--- config.mk ---
export PLATFORM = sky130hd
export DESIGN_NAME = glsq_fifo
export DESIGN_NICKNAME = d
export VERILOG_FILES = /design/src/sv/glsq_pkg.sv /design/src/sv/glsq_fifo.sv
export SDC_FILE = /design/constraint.sdc
export NUM_CORES = 1
export LEC_CHECK = 0
export ABC_AREA = 0
export CORE_UTILIZATION = 30
export CTS_BUF_LIST = sky130_fd_sc_hd__clkbuf_8
export DETAILED_ROUTE_END_ITERATION = 10
export DONT_BUFFER_PORTS = 1
export GPL_TIMING_DRIVEN = 0
export HOLD_SLACK_MARGIN = 0.12
export SKIP_LAST_GASP = 1
export SYNTH_ARGS = -nofsm -noshare
export SYNTH_HDL_FRONTEND = slang
export SYNTH_SLANG_ARGS = --single-unit
--- constraint.sdc ---
create_clock -name clock -period 3.8 [get_ports clock]
set_clock_uncertainty 0.1 [all_clocks]
set_input_delay 1.14 -clock clock [delete_from_list [all_inputs] [get_ports clock]]
set_output_delay 1.14 -clock clock [all_outputs]
set_load 0.1 [all_outputs]
--- src/sv/glsq_pkg.sv ---
// Shared types, constants and arithmetic helpers of the Givens QR least-squares block.
`default_nettype none
package glsq_pkg;

   localparam int MAX_UNKNOWNS = 8;
   localparam int VALUE_BITS   = 32;
   localparam int IDX_W        = (MAX_UNKNOWNS > 1) ? $clog2(MAX_UNKNOWNS) : 1;
   localparam int CNT_W        = $clog2(MAX_UNKNOWNS + 1);
   localparam int ADDR_W       = 2 * IDX_W;
   localparam int TRI_DEPTH    = MAX_UNKNOWNS * MAX_UNKNOWNS;
   localparam int QUEUE_DEPTH  = 2;
   localparam int ORDER_W      = 4;
   localparam logic [ORDER_W-1:0] ORDER_RESET = 4'd8;

   localparam logic signed [63:0] VMAX64 = 64'sh0000_0000_7FFF_FFFF;
   localparam logic signed [63:0] VMIN64 = -VMAX64 - 64'sd1;

   typedef enum logic [1:0] {
      ACT_ELEM  = 2'd0,
      ACT_OBS   = 2'd1,
      ACT_SOLVE = 2'd2,
      ACT_CLEAR = 2'd3
   } action_type;

   typedef enum logic {
      KIND_RESIDUAL = 1'b0,
      KIND_COEFF    = 1'b1
   } kind_type;

   typedef struct packed {
      logic [1:0]         action;
      logic [2:0]         column;
      logic signed [31:0] value;
   } req_type;

   typedef struct packed {
      logic               kind;
      logic [2:0]         index;
      logic signed [31:0] result_value;
      logic               last;
      logic               singular;
   } rsp_type;

   typedef struct packed {
      action_type         action;
      logic               col_ok;
      logic [2:0]         column;
      logic signed [31:0] value;
   } op_type;

   typedef struct packed {
      logic        start;
      logic        is_root;
      logic [63:0] num;
      logic [31:0] den;
   } ru_req_type;

   typedef struct packed {
      logic busy;
      logic done;
   } ru_stat_type;

   function automatic logic signed [VALUE_BITS-1:0] sat_value(input logic signed [63:0] v);
      logic signed [VALUE_BITS-1:0] r;
      if (v > VMAX64) begin
         r = VMAX64[VALUE_BITS-1:0];
      end else if (v < VMIN64) begin
         r = VMIN64[VALUE_BITS-1:0];
      end else begin
         r = v[VALUE_BITS-1:0];
      end
      return r;
   endfunction

   // Divide by 2^sh, rounding half up (floor of p/2^sh + 1/2).
   function automatic logic signed [63:0] round_shift(input logic signed [63:0] p, input int sh);
      logic signed [63:0] half;
      half = 64'sd1 <<< (sh - 1);
      return (p + half) >>> sh;
   endfunction

   function automatic logic [31:0] abs_value(input logic signed [31:0] v);
      logic signed [31:0] n;
      n = -v;
      return v[31] ? 32'(n) : 32'(v);
   endfunction

endpackage
`default_nettype wire

--- src/sv/glsq_fifo.sv ---
// Short queue of classified items between the front end and the back end.
`default_nettype none
module glsq_fifo (
   input  wire logic              clock,
   input  wire logic              reset,
   input  wire logic              push_valid,
   output logic                   push_ready,
   input  wire glsq_pkg::op_type  push_data,
   output logic                   pop_valid,
   input  wire logic              pop_ready,
   output glsq_pkg::op_type       pop_data
);

   localparam int PTR_W = (glsq_pkg::QUEUE_DEPTH > 1) ? $clog2(glsq_pkg::QUEUE_DEPTH) : 1;
   localparam int CNT_W = $clog2(glsq_pkg::QUEUE_DEPTH + 1);

   glsq_pkg::op_type  entry_ff [glsq_pkg::QUEUE_DEPTH];
   logic [PTR_W-1:0]  wr_ptr_ff, wr_ptr_in, rd_ptr_ff, rd_ptr_in;
   logic [CNT_W-1:0]  count_ff, count_in;
   logic              push, pop;

   assign push_ready = (int'(count_ff) < glsq_pkg::QUEUE_DEPTH);
   assign pop_valid  = (count_ff != '0);
   assign push       = push_valid && push_ready;
   assign pop        = pop_valid && pop_ready;
   assign pop_data   = entry_ff[rd_ptr_ff];

   always_comb begin
      wr_ptr_in = wr_ptr_ff;
      rd_ptr_in = rd_ptr_ff;
      count_in  = count_ff;
      if (push) begin
         wr_ptr_in = (int'(wr_ptr_ff) == glsq_pkg::QUEUE_DEPTH - 1) ? '0 : wr_ptr_ff + PTR_W'(1);
      end
      if (pop) begin
         rd_ptr_in = (int'(rd_ptr_ff) == glsq_pkg::QUEUE_DEPTH - 1) ? '0 : rd_ptr_ff + PTR_W'(1);
      end
      if (push && !pop) begin
         count_in = count_ff + CNT_W'(1);
      end else if (pop && !push) begin
         count_in = count_ff - CNT_W'(1);
      end
   end

   always_ff @(posedge clock) begin
      if (reset) begin
         wr_ptr_ff <= '0;
         rd_ptr_ff <= '0;
         count_ff  <= '0;
      end else begin
         wr_ptr_ff <= wr_ptr_in;
         rd_ptr_ff <= rd_ptr_in;
         count_ff  <= count_in;
      end
      if (push) begin
         entry_ff[wr_ptr_ff] <= push_data;
      end
   end

endmodule
`default_nettype wire

## Word-level counts from Yosys, hierarchy flattened

Memories as Yosys holds them, arrays and structs flattened. A register that Yosys moved wholly into a read port is not among the register bits.
Cells that the tools add are included.

- Bits in writable memories: 76
- Logic and storage cells: 25
- Register bits after elaboration: 4
- Output and inout port bits: 40
- Memories: 1
- Bits of input ports: 42

Memories:

| name | depth | bits a word | rd ports | clocked after Yosys merged registers in | wr ports | RTL line | RTL |
|---|---|---|---|---|---|---|---|
| entry_ff | 2 | 38 | 1 | 1 | 1 | glsq_fifo.sv:17 | `glsq_pkg::op_type entry_ff [glsq_pkg::QUEUE_DEPTH];` |

- Reductions and logical operators: 8
- $add $sub $neg: 4
- Magnitude comparators: 1
- Mux-type cells: 8

Operator list:

| operator | count |
|---|---|
| 2-to-1 mux 1 bit | 6 |
| logical AND 1 bit | 4 |
| 2-to-1 mux 2 bit | 2 |
| nonzero test 2 bit | 2 |
| adder 1 bit, second input constant | 2 |
| adder 2 x 1 -> 2 bit, second input constant | 1 |
| logical NOT 1 bit | 2 |
| less-than comparator 2 bit, second input constant | 1 |
| subtractor 2 x 1 -> 2 bit, second input constant | 1 |

## Logic depth before layout (Yosys ltp)

- Depth after elaboration: 6
- Gate-level depth with buffers: 5
- Depth with buffers taken out: 5

## Worst setup path after synthesis

Ideal clock, no wire load.

- Kind: in2reg
- Start: in push_valid
- End: mem entry_ff[0][0] in the netlist's numbering, enable pin
- Arrival: 3.047 ns
- Path buffers: 0
- Data required time: 3.262 ns
- Library setup time: 0.438 ns
- Path slack: 0.215 ns
- Cell stages on the path: 2
- Path through: and2b_1 > nor2b_1

- Word-level cells in the longest chain between the ends: 3

Ends and longest elaborated chain:

| what | RTL line | RTL |
|---|---|---|
| start: declaration | glsq_fifo.sv:6 | `input wire logic push_valid,` |
| logical AND 1 bit | glsq_fifo.sv:24 | `assign push = push_valid && push_ready;` |
| 2-to-1 mux 1 bit | glsq_fifo.sv:55 | `if (push) begin` |
| 2-to-1 mux 1 bit (not written as such) | glsq_fifo.sv:56 | `entry_ff[wr_ptr_ff] <= push_data;` |
| end: declaration | glsq_fifo.sv:17 |  |

No other way between the ends.

==> key figures <==
Clock network
  • CTS clk-pin slew, worst paths: 0.07 ns
  • CTS Root Cell: clkbuf_8
  • H-tree levels: 3
  • CTS Buf Count: 9
  • Clock Tree Buf Depth: 2
  • CTS tree: yes
  • PostCTS Resize Cnt: 0
  • Worst-Skew Late Latency: 0.34 ns
  • Setup Buffers After CTS: 0
  • Post-CTS Hold Fix Bufs: 0
  • CTS sink cnt: 81

Route
  • Via count: 1253
  • Residual DRC count: 0
  • Avg WL per Cell: 16.5 µm
  • Drt pass-1 iters: 2
  • Remaining antenna violation count after routing: 0
  • DR iter-0 viols: 30
  • Avg Vias per Cell: 4.35
  • Routed wire length: 4.75 mm

Synthesis
  • FFs w/ async S/R, synth: 0%
  • Post-synth top area cell: edfxtp_1
  • Warnings from Yosys: 0
  • Cell variety after synth: 18
  • Gate Count Post-Synth: 141
  • Mean Syn Cell Area: 21.0 µm²
  • Syn nets: 184
  • Synth area leaders: edfxtp_1 77%, mux2_2 14%, dfxtp_1 3.4%
  • Post-synthesis register bit count: 81
  • Count leader, synth: edfxtp_1
  • Cell area after synthesis: 2960 µm²
  • Synth top cells by count: 76 x edfxtp_1, 38 x mux2_2, 5 x dfxtp_1
  • Synth top area share: 77.1%
  • Main synth FF type: edfxtp_1
  • Post-synth EDFFs: 76
  • Seq/Total Area, Yosys: 80.5%

Cells and area
  • Design Area, Final: 3430 µm²
  • Layout Nets: 197
  • Layout overhead on the synthesized area: 15.8%
  • N_diodes: 0
  • Final Util: 36.4%
  • Layout cells sized above 1: 39.0%
  • Fillers: 896

Die
  • IO Pins: 82
  • Core area: 9420 µm²
  • Starting Density: 31.4%
  • Die width: 101 µm
  • FP Rows: 35
  • Die Area: 10300 µm²
  • Height of the die: 101 µm

Timing
  • Tmin final: 2.87 ns
  • Final hold violation count: 0
  • Setup repair after global routing missed its margin: false
  • Tcrit/Tclk final: 75.6%
  • Fmax achieved: 0.348 GHz
  • Final setup viols: 0
  • Worst relative slew slack: 45.2%
  • Final Max Tran Viols: 0
  • Actual slew at the worst max-slew pin: 0.821 ns
  • Final worst slack: 0.926 ns

Run
  • Max_cap viols: 0

Placed design
  • Final Wtd Congestion: 0.643
  • Post-DP HPWL: 3.21 mm
  • Place WS: 1.20 ns
  • Placed cell areas: 3180 µm²
  • Port Buf Inserts: 0

Setup path
  • CP required: 2.56 ns
  • Critical path launch point type: register
  • Endpoint type of the worst setup path: output port
  • WS Path Type: reg2out
  • Worst-path maximum fanout: 10
  • CP arrival: 1.63 ns

Global route
  • Global route overflow: 0
  • First-pass GRT wire length: 6.83 mm
  • Overall Global Routing Usage: 9.69%
  • Vias in the first global route: 1296
  • Largest net degree at the start of global routing: 22
  • Initial antenna violation count: 0

Worst hold path
  • Hold crit path type: reg2reg

Outcome
  • Status: finished, final reports clean
through the flow:
stage | TNS, ns | hold slack (ns) | cells
2_1_floorplan | 0 | 0.372 | 141
3_3_place_gp | -29.97 | 0.394 | 270
3_5_place_dp | 0 | 0.415 | 272
4_1_cts | 0 | 0.435 | 288
5_1_grt | 0 | 0.462 | 288
6_report | 0 | 0.431 | 288
final timing paths:
kind / from / to / slack, ns / depth (start not counted)
setup / recovery: register / pop_data[30] / 0.93 / 3
setup reg to reg: count_ff[1] / entry_ff[0][11] / 1.93 / 3
hold reg to reg: rd_ptr_ff / rd_ptr_ff / 0.43 / 2
hold / removal: rd_ptr_ff / rd_ptr_ff / 0.43 / 2
final cells by class:
| type | instances | area [µm²] | share of cell area (%) |
|---|---|---|---|
| sequential | 81 | 2380 | 69.5 |
| multi-input combinational | 55 | 547 | 16.0 |
| tap | 129 | 161 | 4.71 |
| clock buffer | 9 | 124 | 3.62 |
| clock inverter | 7 | 118 | 3.43 |
| timing repair buffer | 2 | 55.1 | 1.61 |
| buffer | 4 | 35.0 | 1.02 |
| inverter | 1 | 3.75 | 0.110 |
placed cells by master (no fill, tap or decap):
cell        count
nor2b_4         1
buf_16          2
and2_2          1
a21oi_1         1
buf_6           2
clkinvlp_4      2
buf_4           1
or2_2           1
clkinv_1        1
dfxtp_1         5
inv_6           1
nor2_1          4
edfxtp_1       76
ha_1            1
o21ai_0         2
xnor2_1         1
bufinv_16       3
clkbuf_8        9
xor2_1          3
inv_1           1
or3_1           1
and2b_1         1
mux2_2         38
buf_2           1
flip-flops by register name, indices dropped and copies added, names as in the netlist, named ones only:
name / flops
entry_ff: 76
count_ff: 2
rd_ptr_ff: 1
wr_ptr_ff: 1
critical path: stages, from the launching register on:
cell	delay [ns]
dfxtp_1	0.32
buf_4	0.21
buf_6	0.18
mux2_2	0.57
layer usage:
layer	wire [µm]	share of wire [%]	GRT usage, %
met4	48	1.0	5.02
met1	1780	37	9.31
met3	431	9.1	5.45
met2	2500	53	16.6
met5	0	0	0
logic make-up after synthesis:
family                     synth area share, %
AOI/OAI and AO/OA                        0.507
xor gates and xnor gates                  1.18
adders and majority gates                0.423
buffers and inverters                     1.31
DFF                                       80.5
muxes                                     14.5
and+or+nand+nor                           1.61
Power is left out: the tool's default activity adds up to more than one toggle a clock period on the data nets, which glitch-free logic cannot reach.
