===== config.mk =====
export PLATFORM = sky130hd
export DESIGN_NAME = glsq_front
export DESIGN_NICKNAME = d
export VERILOG_FILES = /design/src/sv/glsq_pkg.sv /design/src/sv/glsq_front.sv
export SDC_FILE = /design/constraint.sdc
export NUM_CORES = 1
export LEC_CHECK = 0
export ABC_AREA = 1
export BUFFER_PORTS_ARGS = -buffer_cell sky130_fd_sc_hd__buf_2
export CORE_ASPECT_RATIO = 0.9
export CORE_MARGIN = 2
export CORE_UTILIZATION = 42
export DETAILED_ROUTE_END_ITERATION = 12
export MAX_ROUTING_LAYER = met4
export PLACE_DENSITY = 0.81
export SKIP_LAST_GASP = 1
export SLEW_MARGIN = 20
export SYNTH_ARGS = -nofsm -noshare
export SYNTH_HDL_FRONTEND = slang
export SYNTH_SLANG_ARGS = --single-unit

===== constraint.sdc =====
create_clock -name clock -period 5.1 [get_ports clock]
set_input_delay 0.255 -clock clock [delete_from_list [all_inputs] [get_ports clock]]
set_output_delay 0.255 -clock clock [all_outputs]
set_load 0.005 [all_outputs]

===== src/sv/glsq_pkg.sv =====
// Shared types, constants and arithmetic helpers of the Givens QR least-squares block.
`default_nettype none
package glsq_pkg;

   localparam int MAX_UNKNOWNS = 8;
   localparam int VALUE_BITS   = 32;
   localparam int IDX_W        = (MAX_UNKNOWNS > 1) ? $clog2(MAX_UNKNOWNS) : 1;
   localparam int CNT_W        = $clog2(MAX_UNKNOWNS + 1);
   localparam int ADDR_W       = 2 * IDX_W;
   localparam int TRI_DEPTH    = MAX_UNKNOWNS * MAX_UNKNOWNS;
   localparam int QUEUE_DEPTH  = 2;
   localparam int ORDER_W      = 4;
   localparam logic [ORDER_W-1:0] ORDER_RESET = 4'd8;

   localparam logic signed [63:0] VMAX64 = 64'sh0000_0000_7FFF_FFFF;
   localparam logic signed [63:0] VMIN64 = -VMAX64 - 64'sd1;

   typedef enum logic [1:0] {
      ACT_ELEM  = 2'd0,
      ACT_OBS   = 2'd1,
      ACT_SOLVE = 2'd2,
      ACT_CLEAR = 2'd3
   } action_type;

   typedef enum logic {
      KIND_RESIDUAL = 1'b0,
      KIND_COEFF    = 1'b1
   } kind_type;

   typedef struct packed {
      logic [1:0]         action;
      logic [2:0]         column;
      logic signed [31:0] value;
   } req_type;

   typedef struct packed {
      logic               kind;
      logic [2:0]         index;
      logic signed [31:0] result_value;
      logic               last;
      logic               singular;
   } rsp_type;

   typedef struct packed {
      action_type         action;
      logic               col_ok;
      logic [2:0]         column;
      logic signed [31:0] value;
   } op_type;

   typedef struct packed {
      logic        start;
      logic        is_root;
      logic [63:0] num;
      logic [31:0] den;
   } ru_req_type;

   typedef struct packed {
      logic busy;
      logic done;
   } ru_stat_type;

   function automatic logic signed [VALUE_BITS-1:0] sat_value(input logic signed [63:0] v);
      logic signed [VALUE_BITS-1:0] r;
      if (v > VMAX64) begin
         r = VMAX64[VALUE_BITS-1:0];
      end else if (v < VMIN64) begin
         r = VMIN64[VALUE_BITS-1:0];
      end else begin
         r = v[VALUE_BITS-1:0];
      end
      return r;
   endfunction

   // Divide by 2^sh, rounding half up (floor of p/2^sh + 1/2).
   function automatic logic signed [63:0] round_shift(input logic signed [63:0] p, input int sh);
      logic signed [63:0] half;
      half = 64'sd1 <<< (sh - 1);
      return (p + half) >>> sh;
   endfunction

   function automatic logic [31:0] abs_value(input logic signed [31:0] v);
      logic signed [31:0] n;
      n = -v;
      return v[31] ? 32'(n) : 32'(v);
   endfunction

endpackage
`default_nettype wire


===== src/sv/glsq_front.sv =====
// Front end: stages an accepted item and classifies it into a queue entry.
`default_nettype none
module glsq_front (
   input  wire logic               clock,
   input  wire logic               reset,
   input  wire logic               req_valid,
   output logic                    req_ready,
   input  wire glsq_pkg::req_type  req_data,
   output logic                    push_valid,
   input  wire logic               push_ready,
   output glsq_pkg::op_type        push_data
);

   logic             pend_vld_ff, pend_vld_in;
   glsq_pkg::op_type pend_ff, pend_in;
   logic             req_fire;

   assign req_ready = !pend_vld_ff || push_ready;
   assign req_fire  = req_valid && req_ready;

   always_comb begin
      pend_in        = pend_ff;
      pend_in.column = req_data.column;
      pend_in.value  = req_data.value;
      pend_in.col_ok = (int'(req_data.column) < glsq_pkg::MAX_UNKNOWNS);
      pend_in.action = glsq_pkg::action_type'(req_data.action);
      pend_vld_in = req_fire ? 1'b1 : (push_ready ? 1'b0 : pend_vld_ff);
   end

   always_ff @(posedge clock) begin
      if (reset) begin
         pend_vld_ff <= 1'b0;
      end else begin
         pend_vld_ff <= pend_vld_in;
      end
      if (req_fire) begin
         pend_ff <= pend_in;
      end
   end

   assign push_valid = pend_vld_ff;
   assign push_data  = pend_ff;

endmodule
`default_nettype wire


# Word level (Yosys, flattened, before mapping)
# Cells that the tools add are included.
[word_totals]
output_inout_bits = 40
ff_bits = 38
in_bits = 41
elab_cells = 10
[op_classes]
muxes = 2
reduce_logical = 4
[ops]
columns = ["cell", "count"]
rows = [
  ["two-way mux 1 bit", 2],
  ["nonzero test 2 bit", 1],
  ["logical AND 1 bit", 1],
  ["zero test 1 bit", 1],
  ["logical OR 1 bit", 1],
]

# Depth between registers and ports, before layout
[depth]
depth_word = 4
ltp_mapped = 3
depth_no_buf = 3

# Least setup slack after synthesis
# No wires, ideal clock.
[synth_timing]
path_type = "flip-flop to flip-flop"
from = "register pend_vld_ff (netlist: push_valid)"
to = "register pend_ff (netlist bit push_data[0]) (enable)"
path_buffers = 0
required_time_ns = 4.656
synth_period_minus_slack_ns = 2.626
setup_ns = 0.444
path_stages_with_launch = 2
setup_slack_ns = 2.474
arrival_ns = 2.182
cell_sequence = "dfxtp_1 > a21oi_1"
[synth_via]
elab_chain_cells = 3
[synth_rtl]
columns = ["item", "line", "source"]
rows = [
  ["from (decl)", "glsq_front.sv:14", "logic pend_vld_ff, pend_vld_in;"],
  ["from (signal assigned)", "glsq_front.sv:34", "pend_vld_ff <= pend_vld_in;"],
  ["zero test 1 bit", "glsq_front.sv:18", "assign req_ready = !pend_vld_ff || push_ready;"],
  ["logical OR 1 bit", "glsq_front.sv:18", ""],
  ["logical AND 1 bit", "glsq_front.sv:19", "assign req_fire = req_valid && req_ready;"],
  ["to (signal assigned)", "glsq_front.sv:37", "pend_ff <= pend_in;"],
  ["to (decl)", "glsq_front.sv:15", "glsq_pkg::op_type pend_ff, pend_in;"],
]
# No other way between the ends.
# A chain may end at the register's enable or synchronous reset.

# Worst setup path after layout
[layout_timing]
from = "register pend_vld_ff (netlist: push_valid)"
to = "register pend_ff (netlist bit push_data[25]) (enable)"
# Same word-level chain as after synthesis.

==> flow_summary.rst <==
.. list-table::
   :header-rows: 1

   * - Metric
     - Value
   * - Ant diodes
     - 0
   * - First-pass GRT wire length
     - 2960 microns
   * - Area of the core
     - 0.002703 sq mm
   * - Post_cts resized
     - 0
   * - Number of distinct library cell variants in the gate-level netlist after synthesis
     - 9
   * - Maximum fanout count along the critical path
     - 25
   * - Cell leakage power
     - 0.7615 nW
   * - Total placed instance area
     - 0.001607 sq mm
   * - Nets in the synthesized netlist
     - 86
   * - Vias per cell
     - 4.519
   * - Global route overflow
     - 0
   * - Drt wl/cell
     - 13.14 microns
   * - Post-CTS Setup Repair Bufs
     - 0
   * - CTS buffer count
     - 5
   * - Avg Inst Size Synth
     - 26.00 sq um
   * - Initial cell density of the core
     - 43.29%
   * - Part of the Yosys area used for sequential elements
     - 96.68%
   * - Worst reg2reg path depth
     - 2
   * - Detailed-placement wirelength estimate
     - 1593 microns
   * - Required time at the endpoint of the critical path
     - 5.13 ns
   * - Combinational share of power
     - 7.2%
   * - Kind of end point of the critical path
     - flip-flop
   * - Cts-stage hold buffer count
     - 0
   * - Worst slew margin
     - 65.62%
   * - Share of total power in sequential cells
     - 56.0%
   * - Post-DRT Antenna Nets
     - 0
   * - Ratio of cells with drive above 1 in the final layout
     - 68.94%
   * - Number of antenna violations at the first check in global routing
     - 0
   * - Max Clock Skew
     - 0.01220 ns
   * - Weighted congestion reported at the end of routability-driven placement
     - 0.6683
   * - Part of the total power dissipated in the clock network
     - 36.8%
   * - Post-synthesis instance total
     - 45
   * - Number of sinks handled by clock tree synthesis
     - 38
   * - CTS tree
     - built
   * - Chip Height
     - 54.07 microns
   * - Via count of the first global-routing pass
     - 712
   * - Clock period minus worst slack
     - 1.377 ns
   * - Hold Path Sink
     - push_valid$_SDFFE_PP0P_
   * - Maximum level of the CTS H-tree
     - 2
   * - Flip-flop and latch count after synthesis
     - 38
   * - DR iter-0 viols
     - 11
   * - Hold Crit Depth
     - 2
   * - Port bufs
     - 79
   * - RR Endpoint
     - push_data[25]$_DFFE_PP_
   * - Area of the die
     - 0.003224 sq mm
   * - Area contributors post-synth
     - sky130_fd_sc_hd__edfxtp_1 (95%), sky130_fd_sc_hd__dfxtp_1 (1.7%), sky130_fd_sc_hd__a21oi_2 (0.75%), sky130_fd_sc_hd__buf_4 (0.64%), sky130_fd_sc_hd__nand2_2 (0.53%)
   * - Reg2Reg Launch Point
     - push_valid$_SDFFE_PP0P_
   * - Register-to-register path setup slack
     - 3.72 ns
   * - Synth async-reset ratio
     - 0%
   * - Pin count of the biggest net entering global routing
     - 38
   * - Design internal power
     - 0.0005402 W
   * - Growth of design area from synthesis to finish
     - 48.34%
   * - Layout filler cell count
     - 195
   * - Slew at the pin closest to its max-slew limit
     - 0.5145 ns
   * - Sequential standard cell area
     - 0.001131 sq mm
   * - Switching share of power
     - 17.88%
   * - Min-Delay Startpoint
     - reset
   * - Buffers from clock root to sink, at most
     - 2
   * - Post-route fraction of the period consumed by the critical path
     - 27.00%
   * - Switching power summed over all nets
     - 0.0001176 W
   * - Count of synthesis-stage warnings from yosys
     - 0
   * - Number of nets in the layout
     - 172
   * - Latest clock arrival within the worst-skew pair
     - 0.32 ns
   * - Clock transition at the registers of the reported paths
     - 0.11 ns
   * - Post-synthesis cell area
     - 0.001170 sq mm
   * - Peak supply drop
     - 255.2 uV
   * - First-pass DRT Iterations
     - 2
   * - Final std cell area, no fill
     - 0.001735 sq mm
   * - Width of the die
     - 59.63 microns
   * - Total via count after detailed routing
     - 732
   * - Result of the run
     - finished clean
   * - Total Routed Length
     - 2129 microns
   * - Leading cell type by number of instances after synthesis
     - sky130_fd_sc_hd__edfxtp_1
   * - Final setup violation count
     - 0
   * - Top-level I/O count
     - 81
   * - Yosys top cell by area
     - sky130_fd_sc_hd__edfxtp_1
   * - Power density over the cells
     - 379.1 mW/mm^2
   * - Data arrival time of the critical path
     - 1.40 ns
   * - Final hold violations
     - 0
   * - Leading register cell type out of synthesis
     - sky130_fd_sc_hd__edfxtp_1
   * - Max Cap Violations
     - 0
   * - Worst min-delay path category
     - in -> reg
   * - DR DRC count
     - 0
   * - Count of flip-flops with a built-in enable after synthesis
     - 37
   * - Max-slew violation total from the final report
     - 0
   * - Setup repair after global routing missed its margin
     - false
   * - Number of cell rows
     - 18
   * - Worst setup path class
     - reg -> reg
   * - Multi-input gate area
     - 35.03 sq um
   * - Root Driver
     - sky130_fd_sc_hd__clkbuf_4
   * - FMAX
     - 726.2 MHz
   * - Summed negative setup slack over all endpoints
     - 0 ns
   * - Top cell type's share of synthesized area
     - 94.97%
   * - Overall track demand over capacity in global routing
     - 14.11%
   * - Startpoint type of the worst setup path
     - flip-flop
==> cells by family (layout without fill, tap and decap cells) <==
kind of cell,Yosys count,after routing,share of synthesized area [%]
AND/OR/NAND/NOR,1,1,0.5351
AO/OA/AOI/OAI,2,2,1.176
buffers and inverters,3,90,1.283
other,1,1,0.3205
flip-flops,38,38,96.68
==> through the flow <==
step                      setup WS (ns)  hold slack (ns)  instances  util [%]  power (W)
final                             3.723          0.07496        162     64.21  0.0006579
after global routing              3.687          0.06228        162     64.21  0.0006805
after CTS                         3.447          0.06266        161     63.19  0.0006611
after detailed placement          3.423           0.4220        153     59.44  0.0004208
after global placement            3.512           0.4156        153     59.44  0.0004182
after floorplan                   2.474           0.3174         45         -  0.0003869
==> sequential cells by signal (all words and copies together), names as in the netlist <==
name / cells
push_data: 37
push_valid: 1
==> layer usage <==
metal  vias up  GRT usage [%]  routed length, microns
li1        346              -                       -
met3         2          7.933                     243
met4         0          4.444                      18
met2        48          23.44                    1119
met1       336          14.24                     747
met5         -              -                       0
==> power by group through the flow <==
stage          clock network [W]  registers, W    logic, W
2_1_floorplan                  0      0.000379  0.00000749
3_3_place_gp                   0      0.000375   0.0000429
3_5_place_dp                   0      0.000376   0.0000449
4_1_cts                 0.000247      0.000369   0.0000448
5_1_grt                 0.000258      0.000370   0.0000523
6_report                0.000242      0.000368   0.0000475
==> how the worst max path moves through the flow <==
stage	startpoint	endpoint	depth (start not counted)
detailed placement	push_ready	push_data[36]$_DFFE_PP_	3
floorplan	push_valid$_SDFFE_PP0P_	push_data[0]$_DFFE_PP_	1
finish	push_valid$_SDFFE_PP0P_	push_data[25]$_DFFE_PP_	2
CTS	push_valid$_SDFFE_PP0P_	push_data[25]$_DFFE_PP_	1
global route	push_valid$_SDFFE_PP0P_	push_data[25]$_DFFE_PP_	2
global placement	push_ready	push_data[3]$_DFFE_PP_	3
==> layout make-up <==
| cell class | count | share of cell area, % |
|---|---|---|
| Sequential cell | 38 | 65.18 |
| Timing Repair Buffer | 80 | 24.37 |
| Clock inverter | 3 | 3.677 |
| Clock buffer | 5 | 2.163 |
| Tap cell | 30 | 2.163 |
| Multi-Input combinational cell | 4 | 2.019 |
| Inverter | 2 | 0.4326 |
==> cells in the final DEF, fill, tap and decap left out <==
| cell type | count |
|---|---|
| sky130_fd_sc_hd__a21oi_2 | 1 |
| sky130_fd_sc_hd__a21oi_4 | 1 |
| sky130_fd_sc_hd__buf_16 | 1 |
| sky130_fd_sc_hd__buf_2 | 79 |
| sky130_fd_sc_hd__bufinv_16 | 2 |
| sky130_fd_sc_hd__clkbuf_4 | 5 |
| sky130_fd_sc_hd__clkinv_1 | 1 |
| sky130_fd_sc_hd__conb_1 | 1 |
| sky130_fd_sc_hd__dfxtp_1 | 1 |
| sky130_fd_sc_hd__edfxtp_1 | 37 |
| sky130_fd_sc_hd__inv_1 | 1 |
| sky130_fd_sc_hd__inv_2 | 1 |
| sky130_fd_sc_hd__nand2_2 | 1 |
==> critical path, cell delays in order, from the launching register on <==
cell and delay (ns):
sky130_fd_sc_hd__dfxtp_1 0.37, sky130_fd_sc_hd__a21oi_4 0.47, sky130_fd_sc_hd__buf_16 0.24
(Power assumes the default switching activity.)
